--- src/hw/rtl/dsg_pkg.sv ---
`default_nettype none

package dsg_pkg;

  localparam int IDX_W       = 10;
  localparam int CFG_IDX_W   = 2;
  localparam int CFG_DATA_W  = 32;
  localparam int NUM_CFG_W   = 11;
  localparam int IN_POS_W    = 32;
  localparam int OUT_W       = 48;
  localparam int Q_W         = 65;
  localparam int DIV_SHIFT   = 64;
  localparam int K_W         = 64;
  localparam int SCALE_SHIFT = 24;

  localparam logic [CFG_IDX_W-1:0] CFG_NUM_PARTICLES = 2'd0;
  localparam logic [CFG_IDX_W-1:0] CFG_GRAV_CONST    = 2'd1;
  localparam logic [CFG_IDX_W-1:0] CFG_PARTICLE_MASS = 2'd2;

  localparam logic [CFG_DATA_W-1:0] GRAV_CONST_RESET    = 32'd2818513;
  localparam logic [CFG_DATA_W-1:0] PARTICLE_MASS_RESET = 32'd65536;

  localparam logic FUNC_LOAD  = 1'b0;
  localparam logic FUNC_QUERY = 1'b1;

  typedef struct packed {
    logic busy;
    logic done;
  } unit_stat_t;

  typedef enum logic [4:0] {
    ST_IDLE,
    ST_WRAP,
    ST_KA_GO,
    ST_KA_WAIT,
    ST_KB_GO,
    ST_KB_WAIT,
    ST_RD_SELF,
    ST_LAT_SELF,
    ST_J_CHECK,
    ST_J_LAT,
    ST_SQ_GO,
    ST_SQ_WAIT,
    ST_S_CHECK,
    ST_SQRT_WAIT,
    ST_DEN_GO,
    ST_DEN_WAIT,
    ST_DIV_GO,
    ST_DIV_WAIT,
    ST_J_NEXT,
    ST_SC_GO,
    ST_SC_WAIT,
    ST_OUT
  } state_t;

endpackage

`default_nettype wire

--- src/hw/rtl/dsg_sqrt.sv ---
`default_nettype none

// Integer square root, two radicand bits per step.
module dsg_sqrt #(
  parameter int R_W = 33,
  localparam int S_W = 2 * R_W,
  localparam int CNT_W = $clog2(R_W + 1)
) (
  input  wire logic           clk,
  input  wire logic           rst_n,
  input  wire logic           start,
  input  wire logic [S_W-1:0] s,
  output logic      [R_W-1:0] root,
  output dsg_pkg::unit_stat_t stat
);

  logic [S_W-1:0]   s_r;
  logic [R_W+1:0]   rem_r;
  logic [R_W-1:0]   root_r;
  logic [CNT_W-1:0] cnt_r;
  logic             busy_r;
  logic             done_r;
  logic [R_W+3:0]   rem_t;
  logic [R_W+3:0]   trial;
  logic             ge;

  assign rem_t = {rem_r, s_r[S_W-1 -: 2]};
  assign trial = (R_W + 4)'({root_r, 2'b01});
  assign ge    = rem_t >= trial;

  always_ff @(posedge clk) begin
    if (!rst_n) begin
      busy_r <= 1'b0;
      done_r <= 1'b0;
      cnt_r  <= '0;
    end else begin
      done_r <= 1'b0;
      if (start) begin
        busy_r <= 1'b1;
        cnt_r  <= CNT_W'(R_W);
      end else if (busy_r) begin
        cnt_r <= cnt_r - CNT_W'(1);
        if (cnt_r == CNT_W'(1)) begin
          busy_r <= 1'b0;
          done_r <= 1'b1;
        end
      end
    end
  end

  always_ff @(posedge clk) begin
    if (start) begin
      s_r    <= s;
      rem_r  <= '0;
      root_r <= '0;
    end else if (busy_r) begin
      s_r    <= {s_r[S_W-3:0], 2'b00};
      rem_r  <= ge ? (R_W + 2)'(rem_t - trial) : (R_W + 2)'(rem_t);
      root_r <= {root_r[R_W-2:0], ge};
    end
  end

  assign root      = root_r;
  assign stat.busy = busy_r;
  assign stat.done = done_r;

endmodule

`default_nettype wire

--- config.mk ---
export PLATFORM = sky130hd
export DESIGN_NAME = dsg_sqrt
export DESIGN_NICKNAME = d
export VERILOG_FILES = /design/src/hw/rtl/dsg_pkg.sv /design/src/hw/rtl/dsg_sqrt.sv
export SDC_FILE = /design/constraint.sdc
export NUM_CORES = 1
export LEC_CHECK = 0
export ABC_AREA = 1
export ABC_CLOCK_PERIOD_IN_PS = 3200
export BUFFER_PORTS_ARGS = -buffer_cell sky130_fd_sc_hd__clkbuf_2
export CAP_MARGIN = 10
export CORE_ASPECT_RATIO = 1.5
export CORE_MARGIN = 3
export CORE_UTILIZATION = 30
export DETAILED_ROUTE_END_ITERATION = 8
export PLACE_DENSITY = 0.48
export SLEW_MARGIN = 40
export SYNTH_ARGS = -nofsm -noshare
export SYNTH_HDL_FRONTEND = slang
export SYNTH_SLANG_ARGS = --single-unit
--- constraint.sdc ---
create_clock -name clk -period 3.2 [get_ports clk]
set_input_delay 0.48 -clock clk [delete_from_list [all_inputs] [get_ports clk]]
set_output_delay 0.48 -clock clk [all_outputs]
set_load 0.01 [all_outputs]
==> run metrics <==
status completed; Die Ht 209 um; mapped cell area about 8200 um2; critical path startpoint category register; Synth top area share 0.242; DRT Pass-1 Iters 5; Slew Viols, Final 0; via/cell ratio 4.59; CP endpoint rem_r[12]; drt total wl approximately 23 mm; gr usage total 0.162; Placed Cells 1562; reg2reg start root[26]; post-synthesis sequential area ratio 0.427; Final setup viols 0; cts hold-fix bufs 0; Clk Latency, worst-skew pair approximately 0.43 ns; clock tree root buffer cell clkbuf_16; crit path launch root[26]; Initial Utilization 0.307; crit end category register; min Tclk post-route roughly 2.6 ns; width of the chip 141 um; vias in the first global route approximately 7600; Seq cells post-synth 142; Setup Skew 0.00913 ns; port bufs slightly above 100; detailed placement HPWL 17.3 mm; slew margin rel. 0.571; Diodes inserted 0; largest net degree at the start of global routing 64; post-layout util 0.362; Clk pin slew, worst setup/hold paths 0.06 ns; fin cells 1594; register area 3500 um2; Crit Path Max Fanout 20; clock tree sinks 142; gp weighted congestion between 0.9 and 1; Yosys Warn Count 0; die area slightly below 30000 um2; Vias 7312; first-pass GRT wire length 38.1 mm; HP Class in2reg; Post-layout nets approximately 1400; Avg Inst Size Synth 7.15 um2; Hold Fails Final Rpt 0; Max Cap Viol 0; Congestion Overflow GR 0; WP data arrival 2.86 ns; cell taking the most area after synthesis edfxtp_1; Post-CTS Setup Repair Bufs 0; Wirelength per Cell 14.5 um; TritonCTS clock tree yes; CP Class reg2reg; Antenna Nets Post-Route 0; htree depth 4; FF-to-FF setup slack 0.63 ns; R2R Path End rem_r[12]; WP data required approximately 3.5 ns; highest clock rate 389 MHz; initial antenna violation count 0; synthesis-to-finish area growth 18.0%; io pins 104; fillcell total between 2000 and 3000; DR DRC count 0; Longest Clk Path Bufs 2; Worst-Margin Slew about 0.64 ns; Synth cell types 42; final worst-path cycle share 0.803; CTS Buf Count 17; Starting DRT DRC Count 333; Worst Reg-to-Reg Cells 11; RSZ-0062 raised after global routing no; Final TNS setup 0 ns; multi-input logic area 3950 um2; Post-Synthesis Net Count 1254; Cells after Synth 1148; FP Rows 73; layout cells sized above 1 0.131; CTS resizes 0; area of the core 26800 um2; Synth area leaders edfxtp_1 (24%), nand2_1 (21%), dfxtp_1 (19%)
## worst max-delay path, cell delays in order (launching register included)
cell and delay (ns):
dfxtp_1 0.33, inv_1 0.07, ha_1 0.37, a21oi_1 0.21
and2_1 0.20, nand2_1 0.11, a21oi_2 0.17, nand4_4 0.26
inv_2 0.42, nand2_1 0.09, nand3_1 0.08, o21ai_0 0.09
## per-layer routing
layer	GRT usage	up-vias	routed length, um
met4	0.0669	0	668
met3	0.0372	38	1010
li1	-	3846	-
met1	0.181	3274	9540
met2	0.293	154	11900
met5	0	-	0
## synth_stat cells (all sizes together)
cell and n:
a211oi 1, a21o 1, a21oi 39, a31oi 1, and2 2, and3 1, and3b 1, buf 15
clkbuf 21, dfxtp 76, edfxtp 66, ha 37, inv 149, nand2 470, nand3 68, nand3b 1
nand4 10, nor2 75, nor3 6, nor3b 1, nor4 2, o211ai 5, o21ai 35, o21bai 4
o22ai 32, or2 9, xnor2 17, xor2 3
## cells in the final DEF, fill, tap and decap left out, drive strengths merged, types with 6 or more instances in the layout
cell type  Yosys  final
dfxtp         76     76
clkbuf        21    123
nand3         68     68
or2            9      9
xnor2         17     17
buf           15     10
o21ai         35     35
nor3           6      6
a21oi         39     39
inv          149    152
ha            37     37
nand4         10     10
edfxtp        66     66
nand2        470    470
o22ai         32     32
nor2          75     75
## cell type report
class | instances | area share
sequential | 142 | 0.362
clock inverter | 12 | 0.0190
clock buffer | 20 | 0.0451
inverter | 149 | 0.0581
timing repair buffer | 113 | 0.0636
tap | 337 | 0.0436
multi-input combinational | 821 | 0.409
## worst min-delay path by stage
| stage | from | end | slack [ns] | cells past startpoint |
|---|---|---|---|---|
| finish | s[1] | s_r[1] | 0.30 | 3 |
| CTS | s[0] | s_r[0] | 0.28 | 3 |
| global route | rst_n | cnt_r[0] | 0.29 | 3 |
| global placement | rem_r[18] | rem_r[18] | 0.46 | 2 |
| detailed placement | rem_r[18] | rem_r[18] | 0.47 | 2 |
| floorplan | rem_r[18] | rem_r[18] | 0.44 | 2 |
## sequential cells by signal, summed over array words and instances (netlist names)
| signal | flops |
|---|---|
| busy_r | 1 |
| cnt_r | 6 |
| done_r | 1 |
| rem_r | 35 |
| root | 33 |
| s_r | 66 |
## through the flow
| stage | instance area (um2) | hold slack (ns) | setup WS (ns) |
|---|---|---|---|
| after floorplan | 8200 | 0.443 | 0.0795 |
| after global placement | 9050 | 0.461 | 0.666 |
| after detailed placement | 9050 | 0.466 | 0.606 |
| after CTS | 9680 | 0.283 | 0.598 |
| after global routing | 9680 | 0.292 | 0.305 |
| final | 9680 | 0.304 | 0.631 |
## logic make-up (layout without fill, tap and decap cells)
logic type / after synthesis / count (layout) / share of synthesized area
and+or+nand+nor: 646 / 646 / 0.322
buffers and inverters: 185 / 294 / 0.0914
DFF: 142 / 142 / 0.427
AOI/OAI and AO/OA: 118 / 118 / 0.0813
adders and majority gates: 37 / 37 / 0.0564
xor gates and xnor gates: 20 / 20 / 0.0214
Power is not shown: default switching activity piles up to over one toggle a cycle in this logic, so the estimate is an artifact.
