--- config.mk ---
export PLATFORM = sky130hd
export DESIGN_NAME = dsg_smul
export DESIGN_NICKNAME = d
export VERILOG_FILES = /design/src/hw/rtl/dsg_pkg.sv /design/src/hw/rtl/dsg_smul.sv
export SDC_FILE = /design/constraint.sdc
export NUM_CORES = 1
export LEC_CHECK = 0
export BUFFER_PORTS_ARGS = -buffer_cell sky130_fd_sc_hd__buf_2
export CORE_ASPECT_RATIO = 1.1
export CORE_MARGIN = 10
export CORE_UTILIZATION = 35
export CTS_BUF_LIST = sky130_fd_sc_hd__clkbuf_4 sky130_fd_sc_hd__clkbuf_8
export CTS_CLUSTER_DIAMETER = 120
export CTS_CLUSTER_SIZE = 25
export DETAILED_ROUTE_END_ITERATION = 8
export HOLD_SLACK_MARGIN = 0.02
export PLACE_DENSITY_LB_ADDON = 0.12
export SYNTH_ARGS = -nofsm -noshare
export SYNTH_HDL_FRONTEND = slang
export SYNTH_SLANG_ARGS = --single-unit
--- constraint.sdc ---
create_clock -name clk -period 3.55 [get_ports clk]
set_input_delay 0.355 -clock clk [delete_from_list [all_inputs] [get_ports clk]]
set_output_delay 0.355 -clock clk [all_outputs]
set_load 0.05 [all_outputs]
--- src/hw/rtl/dsg_pkg.sv ---
`default_nettype none

package dsg_pkg;

  localparam int IDX_W       = 10;
  localparam int CFG_IDX_W   = 2;
  localparam int CFG_DATA_W  = 32;
  localparam int NUM_CFG_W   = 11;
  localparam int IN_POS_W    = 32;
  localparam int OUT_W       = 48;
  localparam int Q_W         = 65;
  localparam int DIV_SHIFT   = 64;
  localparam int K_W         = 64;
  localparam int SCALE_SHIFT = 24;

  localparam logic [CFG_IDX_W-1:0] CFG_NUM_PARTICLES = 2'd0;
  localparam logic [CFG_IDX_W-1:0] CFG_GRAV_CONST    = 2'd1;
  localparam logic [CFG_IDX_W-1:0] CFG_PARTICLE_MASS = 2'd2;

  localparam logic [CFG_DATA_W-1:0] GRAV_CONST_RESET    = 32'd2818513;
  localparam logic [CFG_DATA_W-1:0] PARTICLE_MASS_RESET = 32'd65536;

  localparam logic FUNC_LOAD  = 1'b0;
  localparam logic FUNC_QUERY = 1'b1;

  typedef struct packed {
    logic busy;
    logic done;
  } unit_stat_t;

  typedef enum logic [4:0] {
    ST_IDLE,
    ST_WRAP,
    ST_KA_GO,
    ST_KA_WAIT,
    ST_KB_GO,
    ST_KB_WAIT,
    ST_RD_SELF,
    ST_LAT_SELF,
    ST_J_CHECK,
    ST_J_LAT,
    ST_SQ_GO,
    ST_SQ_WAIT,
    ST_S_CHECK,
    ST_SQRT_WAIT,
    ST_DEN_GO,
    ST_DEN_WAIT,
    ST_DIV_GO,
    ST_DIV_WAIT,
    ST_J_NEXT,
    ST_SC_GO,
    ST_SC_WAIT,
    ST_OUT
  } state_t;

endpackage

`default_nettype wire

--- src/hw/rtl/dsg_smul.sv ---
`default_nettype none

// Shift-add multiplier, multiplier operand taken MSB first and left aligned;
// len steps give a times the top len bits of b.
module dsg_smul #(
  parameter int A_W = 66,
  parameter int B_W = 76,
  localparam int P_W = A_W + B_W,
  localparam int LEN_W = $clog2(B_W + 1)
) (
  input  wire logic             clk,
  input  wire logic             rst_n,
  input  wire logic             start,
  input  wire logic [A_W-1:0]   a,
  input  wire logic [B_W-1:0]   b,
  input  wire logic [LEN_W-1:0] len,
  output logic      [P_W-1:0]   p,
  output dsg_pkg::unit_stat_t   stat
);

  logic [A_W-1:0]   a_r;
  logic [B_W-1:0]   b_r;
  logic [P_W-1:0]   p_r;
  logic [LEN_W-1:0] cnt_r;
  logic             busy_r;
  logic             done_r;

  always_ff @(posedge clk) begin
    if (!rst_n) begin
      busy_r <= 1'b0;
      done_r <= 1'b0;
      cnt_r  <= '0;
    end else begin
      done_r <= 1'b0;
      if (start) begin
        busy_r <= 1'b1;
        cnt_r  <= len;
      end else if (busy_r) begin
        cnt_r <= cnt_r - LEN_W'(1);
        if (cnt_r == LEN_W'(1)) begin
          busy_r <= 1'b0;
          done_r <= 1'b1;
        end
      end
    end
  end

  always_ff @(posedge clk) begin
    if (start) begin
      a_r <= a;
      b_r <= b;
      p_r <= '0;
    end else if (busy_r) begin
      p_r <= {p_r[P_W-2:0], 1'b0} + (b_r[B_W-1] ? P_W'(a_r) : '0);
      b_r <= {b_r[B_W-2:0], 1'b0};
    end
  end

  assign p         = p_r;
  assign stat.busy = busy_r;
  assign stat.done = done_r;

endmodule

`default_nettype wire

==> impl_metrics.ini <==
[global_route]
antenna_found_initial = 2
grt_usage = 0.206
grt_max_degree = 114
gr-total-overflow = 0
grt_pass1_vias = 16172
grt_pass1_wl_mm = 94.0

[sta]
fin_crit_sh = 1.07
max_freq_ghz = 0.263
rsz0062_at_grt = true
drv_slew = 0
max_slew_margin = 0.518
min_period_ns = 3.81
setup_violations = 55
finalHoldViolCount = 0
clock-skew-final_ns = 0.0608
setup_ws_ns = -0.256
tightestPinTransition_ns = 0.715

[clock_tree]
cts_sinks = 293
cts_buffer_depth = 3
clk_pin_slew_ns = 0.16
insertion_delay_ns = 0.63
cts_tree = built
cts_buffers = 15
root_buffer = clkbuf_8
htreeDepth = 1

[final_layout]
diodes = 0
final_nets = 2621
nFillCells = 4326
areaGrowthSynthToFinish_pct = 47.8
final_common_cell = buf_2
final_util = 0.520
mostFrequentLayoutCells = buf_2, buf_4, nand2_1, nor2_1, dfxtp_1
drive_gt1_frac = 0.420

[worst_setup_path]
r2r-start = b_r[75]
r2r_slack_ns = -0.26
worst_r2r_path_depth = 16
cp_max_fo = 8
crit_type = reg2reg
crit_arrival_ns = 4.34
required_ns = 4.09
cp-start-kind = register
worstSetupEndpointType = register
r2r_end = p[126]

[outcome]
violations = setup timing
outcome = finished with violations

[synthesis]
ys_seq_elements = 293
yosysWarnings = 0
synth_cell_types = 78
synth_edf_count = 142
async_flop_share = 0
synth_top_area_cell = edfxtp_1
syn-num-nets = 1980
syn_avg_cell_area_um2 = 9.51
synthCells = 1760
synth_area_leaders = edfxtp_1, dfxtp_1, mux2_2, ha_1, xnor2_1
syn_area_mm2 = 0.0167
seq_area_frac_synth = 0.435
synth_top_area_frac = 0.255
synth_ff_type = dfxtp_1

[floorplan]
io_pins = 296
dieArea_mm2 = 0.0570
core-area_mm2 = 0.0476
start_util = 0.352
fp-row-count = 84
die_h_um = 249
die_w_um = 229

[worst_hold_path]
whs_path_depth = 2
hold_end = b_r[74]
hold_start = b[74]
hp-class = in2reg

[detailed_routing]
vias = 16006
ant_nets = 0
drt_drc_violations_left = 0
drtIter0Drc = 1014
routed_wl_mm = 62.9
wl_per_cell_um = 20.6
dr.pass1.iters = 5
avgViaCountPerCell = 5.24

[power]
power.leakage_uw = 0.00976
ir_worst_vdd_mv = 0.314
finalPower_uw = 8360
p_per_area_mw_per_mm2 = 338

[placed_design]
routabilityCongestion = 0.914
dp_hpwl_mm = 45.1
io_buffers = 295

[flow_run]
drv_cap = 0
-- power breakdown --
group          switching, uW  internal, uW  total [uW]
clock                   1140           561        1700
combinational           1460          1150        2610
sequential               213          3840        4050
-- registers in the layout, summed over array words and instances, names as in the netlist --
| register | count |
|---|---|
| a_r | 66 |
| b_r | 76 |
| busy_r | 1 |
| cnt_r | 7 |
| done_r | 1 |
| p | 142 |
-- per-stage QoR --
step	setup TNS (ns)	worst slack [ns]	hold slack, ns	instances	instance area [um2]
floorplan	0	0.000207	0.454	1760	16900
global placement	-13.28	-0.343	0.457	2894	21000
detailed placement	-18.36	-0.429	0.458	2894	21000
CTS	-5.53	-0.251	0.0253	3022	23300
global route	-16.74	-0.385	0.0374	3054	24700
finish	-6.30	-0.256	0.0724	3054	24700
-- area by class of cell --
cell class | count | area (um2) | area share
clock buffers | 23 | 267 | 0.0108
clock inverters | 2 | 35.0 | 0.00142
inverters | 34 | 128 | 0.00516
multi-input cells | 1343 | 11000 | 0.446
flip-flops and latches | 293 | 7290 | 0.295
well taps | 645 | 807 | 0.0326
repair buffers | 714 | 5180 | 0.209
-- routing by layer --
metal | vias to the layer above | part of all wire | track usage
met2 | 416 | 0.49 | 0.362
met4 | 2 | 0.026 | 0.0545
li1 | 7691 | - | -
met5 | - | 0.00025 | 0
met3 | 87 | 0.051 | 0.0294
met1 | 7810 | 0.43 | 0.258
-- worst max-delay path: stages (launching register included) --
cell,delay (ns)
edfxtp_1,0.41
buf_6,0.17
buf_12,0.15
and2_4,0.14
ha_4,0.27
and4_4,0.25
nand2_4,0.05
or4_1,0.50
a21o_1,0.18
a31oi_1,0.15
buf_4,0.17
o2111a_2,0.32
o211ai_4,0.11
buf_12,0.18
a2111oi_4,0.36
xnor2_1,0.13
a211oi_2,0.22
-- cell usage after synthesis, types with 4 or more instances --
cell type	count
nand2_1	172
nor2_1	166
dfxtp_1	151
edfxtp_1	142
a21oi_1	97
xnor2_1	86
mux2_2	75
and2_1	74
ha_1	67
clkbuf_1	64
o21ai_1	64
nand3_1	53
nand4_1	50
a211oi_1	49
xor2_1	47
o21ai_0	39
nor3_1	35
inv_1	31
a21o_1	30
mux2i_1	28
o21bai_1	21
and3_1	19
a2111oi_2	15
a31oi_1	13
buf_1	13
nor4_1	12
buf_2	11
o21a_1	11
and4_1	9
nand2b_1	8
a211o_1	6
a22o_1	6
nor2b_1	6
a221o_1	5
a221oi_1	5
o211ai_1	5
or3_1	5
or4_1	5
nor4b_1	4
o31ai_1	4
-- how the worst max path moves through the flow --
stage,startpoint,to,cells past startpoint
2_1_floorplan,b_r[75],p[96],15
3_3_place_gp,b_r[75],p[59],16
3_5_place_dp,b_r[75],p[59],16
4_1_cts,b_r[75],p[136],16
5_1_grt,b_r[75],p[132],16
6_report,b_r[75],p[126],16
-- repair_timing --
action                     4_1_cts  5_1_grt
hold endpoints to repair        77        0
hold buffers                    77        0
pin swaps                       50      148
setup buffers                   23       34
setup endpoints to repair       99      102
gates cloned                     4        2
resized for setup              158      219
-- cell families (layout without fill, tap and decap cells) --
| family | count (synthesis) | in the layout | share of synthesized area |
|---|---|---|---|
| and+or+nand+nor | 632 | 632 | 0.182 |
| buffers and inverters | 125 | 773 | 0.0297 |
| muxes | 103 | 103 | 0.0672 |
| DFF | 293 | 293 | 0.435 |
| AOI/OAI and AO/OA | 406 | 407 | 0.165 |
| xor gates and xnor gates | 133 | 133 | 0.0696 |
| adders and majority gates | 68 | 68 | 0.0513 |
No activity file was read; power rests on OpenSTA's default activity.
