**config.mk**
```make
export PLATFORM = sky130hd
export DESIGN_NAME = dsg_div
export DESIGN_NICKNAME = d
export VERILOG_FILES = /design/src/hw/rtl/dsg_pkg.sv /design/src/hw/rtl/dsg_div.sv
export SDC_FILE = /design/constraint.sdc
export NUM_CORES = 1
export LEC_CHECK = 0
export BUFFER_PORTS_ARGS = -buffer_cell sky130_fd_sc_hd__buf_4
export CAP_MARGIN = 0
export CORE_ASPECT_RATIO = 0.8
export CORE_MARGIN = 2
export CORE_UTILIZATION = 45
export CTS_CLUSTER_DIAMETER = 200
export DETAILED_ROUTE_END_ITERATION = 12
export GPL_TIMING_DRIVEN = 0
export SLEW_MARGIN = 25
export SYNTH_ARGS = -nofsm -noshare
export SYNTH_HDL_FRONTEND = slang
export SYNTH_SLANG_ARGS = --single-unit
```
**constraint.sdc**
```tcl
create_clock -name clk -period 5.1 [get_ports clk]
set_input_delay 0.255 -clock clk [delete_from_list [all_inputs] [get_ports clk]]
set_output_delay 0.255 -clock clk [all_outputs]
set_load 0.02 [all_outputs]
```
**src/hw/rtl/dsg_pkg.sv**
```systemverilog
`default_nettype none

package dsg_pkg;

  localparam int IDX_W       = 10;
  localparam int CFG_IDX_W   = 2;
  localparam int CFG_DATA_W  = 32;
  localparam int NUM_CFG_W   = 11;
  localparam int IN_POS_W    = 32;
  localparam int OUT_W       = 48;
  localparam int Q_W         = 65;
  localparam int DIV_SHIFT   = 64;
  localparam int K_W         = 64;
  localparam int SCALE_SHIFT = 24;

  localparam logic [CFG_IDX_W-1:0] CFG_NUM_PARTICLES = 2'd0;
  localparam logic [CFG_IDX_W-1:0] CFG_GRAV_CONST    = 2'd1;
  localparam logic [CFG_IDX_W-1:0] CFG_PARTICLE_MASS = 2'd2;

  localparam logic [CFG_DATA_W-1:0] GRAV_CONST_RESET    = 32'd2818513;
  localparam logic [CFG_DATA_W-1:0] PARTICLE_MASS_RESET = 32'd65536;

  localparam logic FUNC_LOAD  = 1'b0;
  localparam logic FUNC_QUERY = 1'b1;

  typedef struct packed {
    logic busy;
    logic done;
  } unit_stat_t;

  typedef enum logic [4:0] {
    ST_IDLE,
    ST_WRAP,
    ST_KA_GO,
    ST_KA_WAIT,
    ST_KB_GO,
    ST_KB_WAIT,
    ST_RD_SELF,
    ST_LAT_SELF,
    ST_J_CHECK,
    ST_J_LAT,
    ST_SQ_GO,
    ST_SQ_WAIT,
    ST_S_CHECK,
    ST_SQRT_WAIT,
    ST_DEN_GO,
    ST_DEN_WAIT,
    ST_DIV_GO,
    ST_DIV_WAIT,
    ST_J_NEXT,
    ST_SC_GO,
    ST_SC_WAIT,
    ST_OUT
  } state_t;

endpackage

`default_nettype wire

```
**src/hw/rtl/dsg_div.sv**
```systemverilog
`default_nettype none

// Restoring divider, one quotient bit per cycle.
module dsg_div #(
  parameter int NUM_W = 97,
  parameter int DEN_W = 99,
  localparam int CNT_W = $clog2(NUM_W + 1)
) (
  input  wire logic             clk,
  input  wire logic             rst_n,
  input  wire logic             start,
  input  wire logic [NUM_W-1:0] num,
  input  wire logic [DEN_W-1:0] den,
  output logic      [NUM_W-1:0] quo,
  output dsg_pkg::unit_stat_t   stat
);

  logic [NUM_W-1:0] num_r;
  logic [DEN_W-1:0] den_r;
  logic [DEN_W-1:0] rem_r;
  logic [NUM_W-1:0] q_r;
  logic [CNT_W-1:0] cnt_r;
  logic             busy_r;
  logic             done_r;
  logic [DEN_W:0]   rem_t;
  logic             ge;

  assign rem_t = {rem_r, num_r[NUM_W-1]};
  assign ge    = rem_t >= {1'b0, den_r};

  always_ff @(posedge clk) begin
    if (!rst_n) begin
      busy_r <= 1'b0;
      done_r <= 1'b0;
      cnt_r  <= '0;
    end else begin
      done_r <= 1'b0;
      if (start) begin
        busy_r <= 1'b1;
        cnt_r  <= CNT_W'(NUM_W);
      end else if (busy_r) begin
        cnt_r <= cnt_r - CNT_W'(1);
        if (cnt_r == CNT_W'(1)) begin
          busy_r <= 1'b0;
          done_r <= 1'b1;
        end
      end
    end
  end

  always_ff @(posedge clk) begin
    if (start) begin
      num_r <= num;
      den_r <= den;
      rem_r <= '0;
      q_r   <= '0;
    end else if (busy_r) begin
      num_r <= {num_r[NUM_W-2:0], 1'b0};
      rem_r <= ge ? DEN_W'(rem_t - {1'b0, den_r}) : DEN_W'(rem_t);
      q_r   <= {q_r[NUM_W-2:0], ge};
    end
  end

  assign quo       = q_r;
  assign stat.busy = busy_r;
  assign stat.done = done_r;

endmodule

`default_nettype wire

```
==> report_table.html <==
<table>
<tr><th>Metric</th><th>Value</th></tr>
<tr><th colspan="2">Logic synthesis</th></tr>
<tr><td>Syn_nets</td><td>between 2000 and 3000</td></tr>
<tr><td>Synth Area per Inst</td><td>9.509 um^2</td></tr>
<tr><td>Number of storage elements in the synthesis netlist</td><td>between 400 and 500</td></tr>
<tr><td>Number of synthesized flops with an enable pin</td><td>196</td></tr>
<tr><td>Unique masters post-synth</td><td>70</td></tr>
<tr><td>Share of synthesized registers carrying an async set or reset</td><td>0%</td></tr>
<tr><td>Flip-flop cell with the highest count after synthesis</td><td>sky130_fd_sc_hd__dfxtp_1</td></tr>
<tr><td>Proportion of synthesized chip area in sequential cells</td><td>a little under half</td></tr>
<tr><td>Warnings, synthesis</td><td>0</td></tr>
<tr><td>Post-synthesis cell count</td><td>2289</td></tr>
<tr><td>Combined area of all synthesized cells</td><td>~22000 um^2</td></tr>
<tr><th colspan="2">Critical path</th></tr>
<tr><td>Most frequent CP cell</td><td>sky130_fd_sc_hd__a211oi_1</td></tr>
<tr><td>Cells traversed along the worst timing path</td><td>inv_1 -&gt; ha_1 -&gt; clkbuf_1 -&gt; nand2_1 -&gt; o21ai_0 -&gt; nor3b_1 -&gt; a211oi_1 -&gt; a211oi_1 -&gt; nor2_1 -&gt; o31ai_1 -&gt; a31oi_1 -&gt; nor4b_1 -&gt; mux2i_1 -&gt; o21a_1</td></tr>
<tr><td>Family with the most delay on the worst path</td><td>compound AO/OA/AOI/OAI gates</td></tr>
<tr><td>Endpoint kind of the worst setup timing path</td><td>flop</td></tr>
<tr><td>Peak fanout along the critical path</td><td>7</td></tr>
<tr><td>Crit path largest cell delay</td><td>~0.94 ns</td></tr>
<tr><td>Kind of critical path</td><td>flop to flop</td></tr>
<tr><td>Library cell contributing the largest single delay on the critical path</td><td>sky130_fd_sc_hd__o31ai_1</td></tr>
<tr><td>Worst setup SP type</td><td>flop</td></tr>
<tr><td>Crit path arrival time</td><td>between 5 and 6 ns</td></tr>
<tr><td>Buf/Inv on CP</td><td>2</td></tr>
<tr><td>Crit path required time</td><td>5.58 ns</td></tr>
<tr><th colspan="2">Global routing</th></tr>
<tr><td>Tot GR Track Use</td><td>a little over a quarter</td></tr>
<tr><td>Via count of the first global-routing pass</td><td>~19000</td></tr>
<tr><td>Initial antenna violation count</td><td>2</td></tr>
<tr><td>First-pass GRT wire length</td><td>~110000 um</td></tr>
<tr><td>Maximum number of pins on one net before global-route repair</td><td>between 100 and 150</td></tr>
<tr><td>GRT Residual Overflow</td><td>0</td></tr>
<tr><th colspan="2">Timing</th></tr>
<tr><td>Skew final</td><td>0.02123 ns</td></tr>
<tr><td>Hold Vio Cnt, Final</td><td>0</td></tr>
<tr><td>Clock period minus worst slack</td><td>slightly below 5 ns</td></tr>
<tr><td>Worst Tran Pin Value</td><td>between 1 and 1.5 ns</td></tr>
<tr><td>Achievable frequency</td><td>203.0 MHz</td></tr>
<tr><td>Final-report max-slew violation count</td><td>0</td></tr>
<tr><td>Final setup vio count</td><td>0</td></tr>
<tr><td>Tightest slew margin relative to the limit</td><td>26.35%</td></tr>
<tr><td>Share of the clock period used by the worst path</td><td>between 90 and 100%</td></tr>
<tr><td>Setup repair after global routing missed its margin</td><td>false</td></tr>
<tr><td>Sum of negative setup slack</td><td>0 ns</td></tr>
<tr><td>Worst hold margin</td><td>a little under 0.3 ns</td></tr>
<tr><th colspan="2">Cells and area</th></tr>
<tr><td>Layout area overhead</td><td>30.09%</td></tr>
<tr><td>Final Net Count</td><td>around 3100</td></tr>
<tr><td>Top library cells by usage in the layout, fill and taps aside</td><td>sky130_fd_sc_hd__nor2_1, sky130_fd_sc_hd__buf_4, sky130_fd_sc_hd__a21oi_1</td></tr>
<tr><td>Fraction of final layout cells with drive strength greater than 1</td><td>17.37%</td></tr>
<tr><th colspan="2">Floorplan</th></tr>
<tr><td>Y dimension of the die</td><td>about 200 um</td></tr>
<tr><td>Area of the die</td><td>between 50000 and 60000 um^2</td></tr>
<tr><td>Core area</td><td>48020 um^2</td></tr>
<tr><td>Die width</td><td>249.9 um</td></tr>
<tr><td>Starting Density</td><td>a little under half</td></tr>
<tr><td># IOs</td><td>roughly 300</td></tr>
<tr><td>Std cell rows</td><td>72</td></tr>
<tr><th colspan="2">Outcome</th></tr>
<tr><td>Run status</td><td>complete, no violations</td></tr>
<tr><th colspan="2">Clocking</th></tr>
<tr><td>Clock tree root driver cell</td><td>sky130_fd_sc_hd__clkbuf_16</td></tr>
<tr><td>Clock H-tree levels</td><td>2</td></tr>
<tr><td>Buffers from clock root to sink, at most</td><td>3</td></tr>
<tr><td>Number of buffers created by CTS</td><td>42</td></tr>
<tr><td>Insertion delay of the later-clocked pin in the worst-skew pair</td><td>0.59 ns</td></tr>
<tr><td>CTS tree</td><td>done</td></tr>
<tr><td>TritonCTS sink count</td><td>between 400 and 500</td></tr>
<tr><td>Clock transition at the registers of the reported paths</td><td>0.07 ns</td></tr>
<tr><th colspan="2">Drt</th></tr>
<tr><td>Post-Route WL</td><td>between 60000 and 70000 um</td></tr>
<tr><td>Routed wire length per instance</td><td>just under 20 um</td></tr>
<tr><td>Number of DRC markers in iteration 0</td><td>1679</td></tr>
<tr><td>DRT antenna net count</td><td>0</td></tr>
<tr><td>Pre-antenna DRT Iters</td><td>6</td></tr>
<tr><td>Detailed-route vias per instance</td><td>between 5 and 6</td></tr>
<tr><td>Vias</td><td>about 20000</td></tr>
<tr><td>DRC viols</td><td>0</td></tr>
<tr><th colspan="2">Power and ir drop</th></tr>
<tr><td>Internal</td><td>between 6 and 7 mW</td></tr>
<tr><td>Net Switching</td><td>approximately 2.6 mW</td></tr>
<tr><td>IR drop worst, VDD</td><td>about 0.26 mV</td></tr>
<tr><td>Overall power of the completed layout</td><td>8.905 mW</td></tr>
<tr><td>Part of the total power dissipated in sequential elements</td><td>a little over two fifths</td></tr>
<tr><td>Sw Ratio</td><td>between 20 and 30%</td></tr>
<tr><td>Clock network fraction of total power</td><td>37.6%</td></tr>
<tr><td>P per Cell Area</td><td>around 310 nW/um^2</td></tr>
<tr><td>Portion of total power attributed to combinational logic</td><td>approximately a fifth</td></tr>
<tr><td>Leakage power</td><td>between 10 and 15 nW</td></tr>
<tr><th colspan="2">Placed design</th></tr>
<tr><td>Routability Congestion</td><td>about 0.96</td></tr>
<tr><td>Total of buffers placed on input and output ports</td><td>~300</td></tr>
<tr><td>HPWL after DPL</td><td>49950 um</td></tr>
<tr><th colspan="2">Flow run</th></tr>
<tr><td>Max-cap violations</td><td>0</td></tr>
<tr><th colspan="2">Worst hold path</th></tr>
<tr><td>Tightest Hold Check Type</td><td>primary input to flop</td></tr>
</table>
per-stage QoR:
step	instances	instance area (um^2)	utilization, %	setup slack [ns]
2_1_floorplan	2289	21770	-	1.511
3_3_place_gp	3215	24780	51.61	0.1373
3_5_place_dp	3216	24820	51.69	0.1711
4_1_cts	3491	28300	58.95	0.1536
5_1_grt	3493	28320	58.97	0.06138
6_report	3493	28320	58.97	0.1751
flip-flops by register name, summed over array words and instances (netlist names):
signal / flops
quo: 97
done_r: 1
busy_r: 1
den_r: 99
rem_r: 99
num_r: 97
cnt_r: 7
power by group through the flow:
stage                     combinational, mW  clock [mW]  sequential [mW]
after floorplan                        1.16           0             3.75
after global placement                 1.63           0             3.79
after detailed placement               1.65           0             3.79
after CTS                              1.79        3.42             3.72
after global routing                   2.00        3.54             3.75
final                                  1.83        3.35             3.73
layout make-up:
class	count	area (um^2)
Tap cell	629	787.0
Clock inverter	28	341.6
Fill cell	4201	19700
Timing Repair Buffer	495	4233
Clock buffer	50	1174
Multi-Input combinational cell	1619	10760
Antenna cell	2	5.005
Buffer	134	520.5
Inverter	135	506.7
Sequential cell	401	9990
synthesized netlist by cell type (23+ instances only):
cell,n,area share (%)
sky130_fd_sc_hd__nor2_1,298,5.1
sky130_fd_sc_hd__ha_1,101,5.8
sky130_fd_sc_hd__a211oi_1,60,2.1
sky130_fd_sc_hd__xnor2_1,57,2.3
sky130_fd_sc_hd__xor2_1,37,1.5
sky130_fd_sc_hd__a21oi_1,216,5.0
sky130_fd_sc_hd__o21ai_0,86,2.0
sky130_fd_sc_hd__a21o_1,52,1.8
sky130_fd_sc_hd__mux2_2,98,5.1
sky130_fd_sc_hd__a311oi_1,25,1.0
sky130_fd_sc_hd__mux2i_1,109,5.0
sky130_fd_sc_hd__nor3_1,23,0.53
sky130_fd_sc_hd__nand2_1,175,3.0
sky130_fd_sc_hd__edfxtp_1,196,27
sky130_fd_sc_hd__o21bai_1,28,0.97
sky130_fd_sc_hd__clkbuf_1,116,2.0
sky130_fd_sc_hd__dfxtp_1,205,19
sky130_fd_sc_hd__inv_1,135,2.3
sky130_fd_sc_hd__nand4_1,50,1.4
path summary, 6_finish.rpt:
kind	startpoint	endpoint	slack, ns	cells after the start
min	start	den_r[4]	0.29	1
max	den_r[7]	rem_r[93]	0.18	14
min reg2reg	rem_r[78]	rem_r[78]	0.49	2
max reg2reg	den_r[7]	rem_r[93]	0.18	14
worst reg2reg max path, delay by kind of cell, from the launching register on:
family	cells	cell delay, ns
DFF	1	0.34
AOI/OAI and AO/OA	6	2.62
muxes	1	0.14
and+or+nand+nor	4	1.17
buffers and inverters	2	0.30
adders and majority gates	1	0.26
metal layers:
| layer | vias up | track usage [%] | share of wire, % |
|---|---|---|---|
| li1 | 9303 | - | - |
| met1 | 9350 | 39.49 | 48 |
| met2 | 705 | 39.96 | 42 |
| met3 | 96 | 5.654 | 7.7 |
| met4 | 0 | 7.164 | 2.2 |
| met5 | - | 0 | 0 |
cell families (layout without fill, tap and decap cells):
group,Yosys count,after routing,synth area share (%)
and+or+nand+nor,640,640,12.91
AOI/OAI and AO/OA,576,576,16.72
DFF,401,401,45.90
buffers and inverters,269,842,4.708
muxes,207,207,10.08
adders and majority gates,102,102,5.898
xor gates and xnor gates,94,94,3.782
other,0,2,0
timing repair:
action	in CTS	in global routing
endpoints found under the setup margin	0	16
gates resized for setup	0	4
setup buffers	0	0
endpoints found under the hold margin	200	0
hold buffers	197	0
Power figures use the tool's default switching activity.
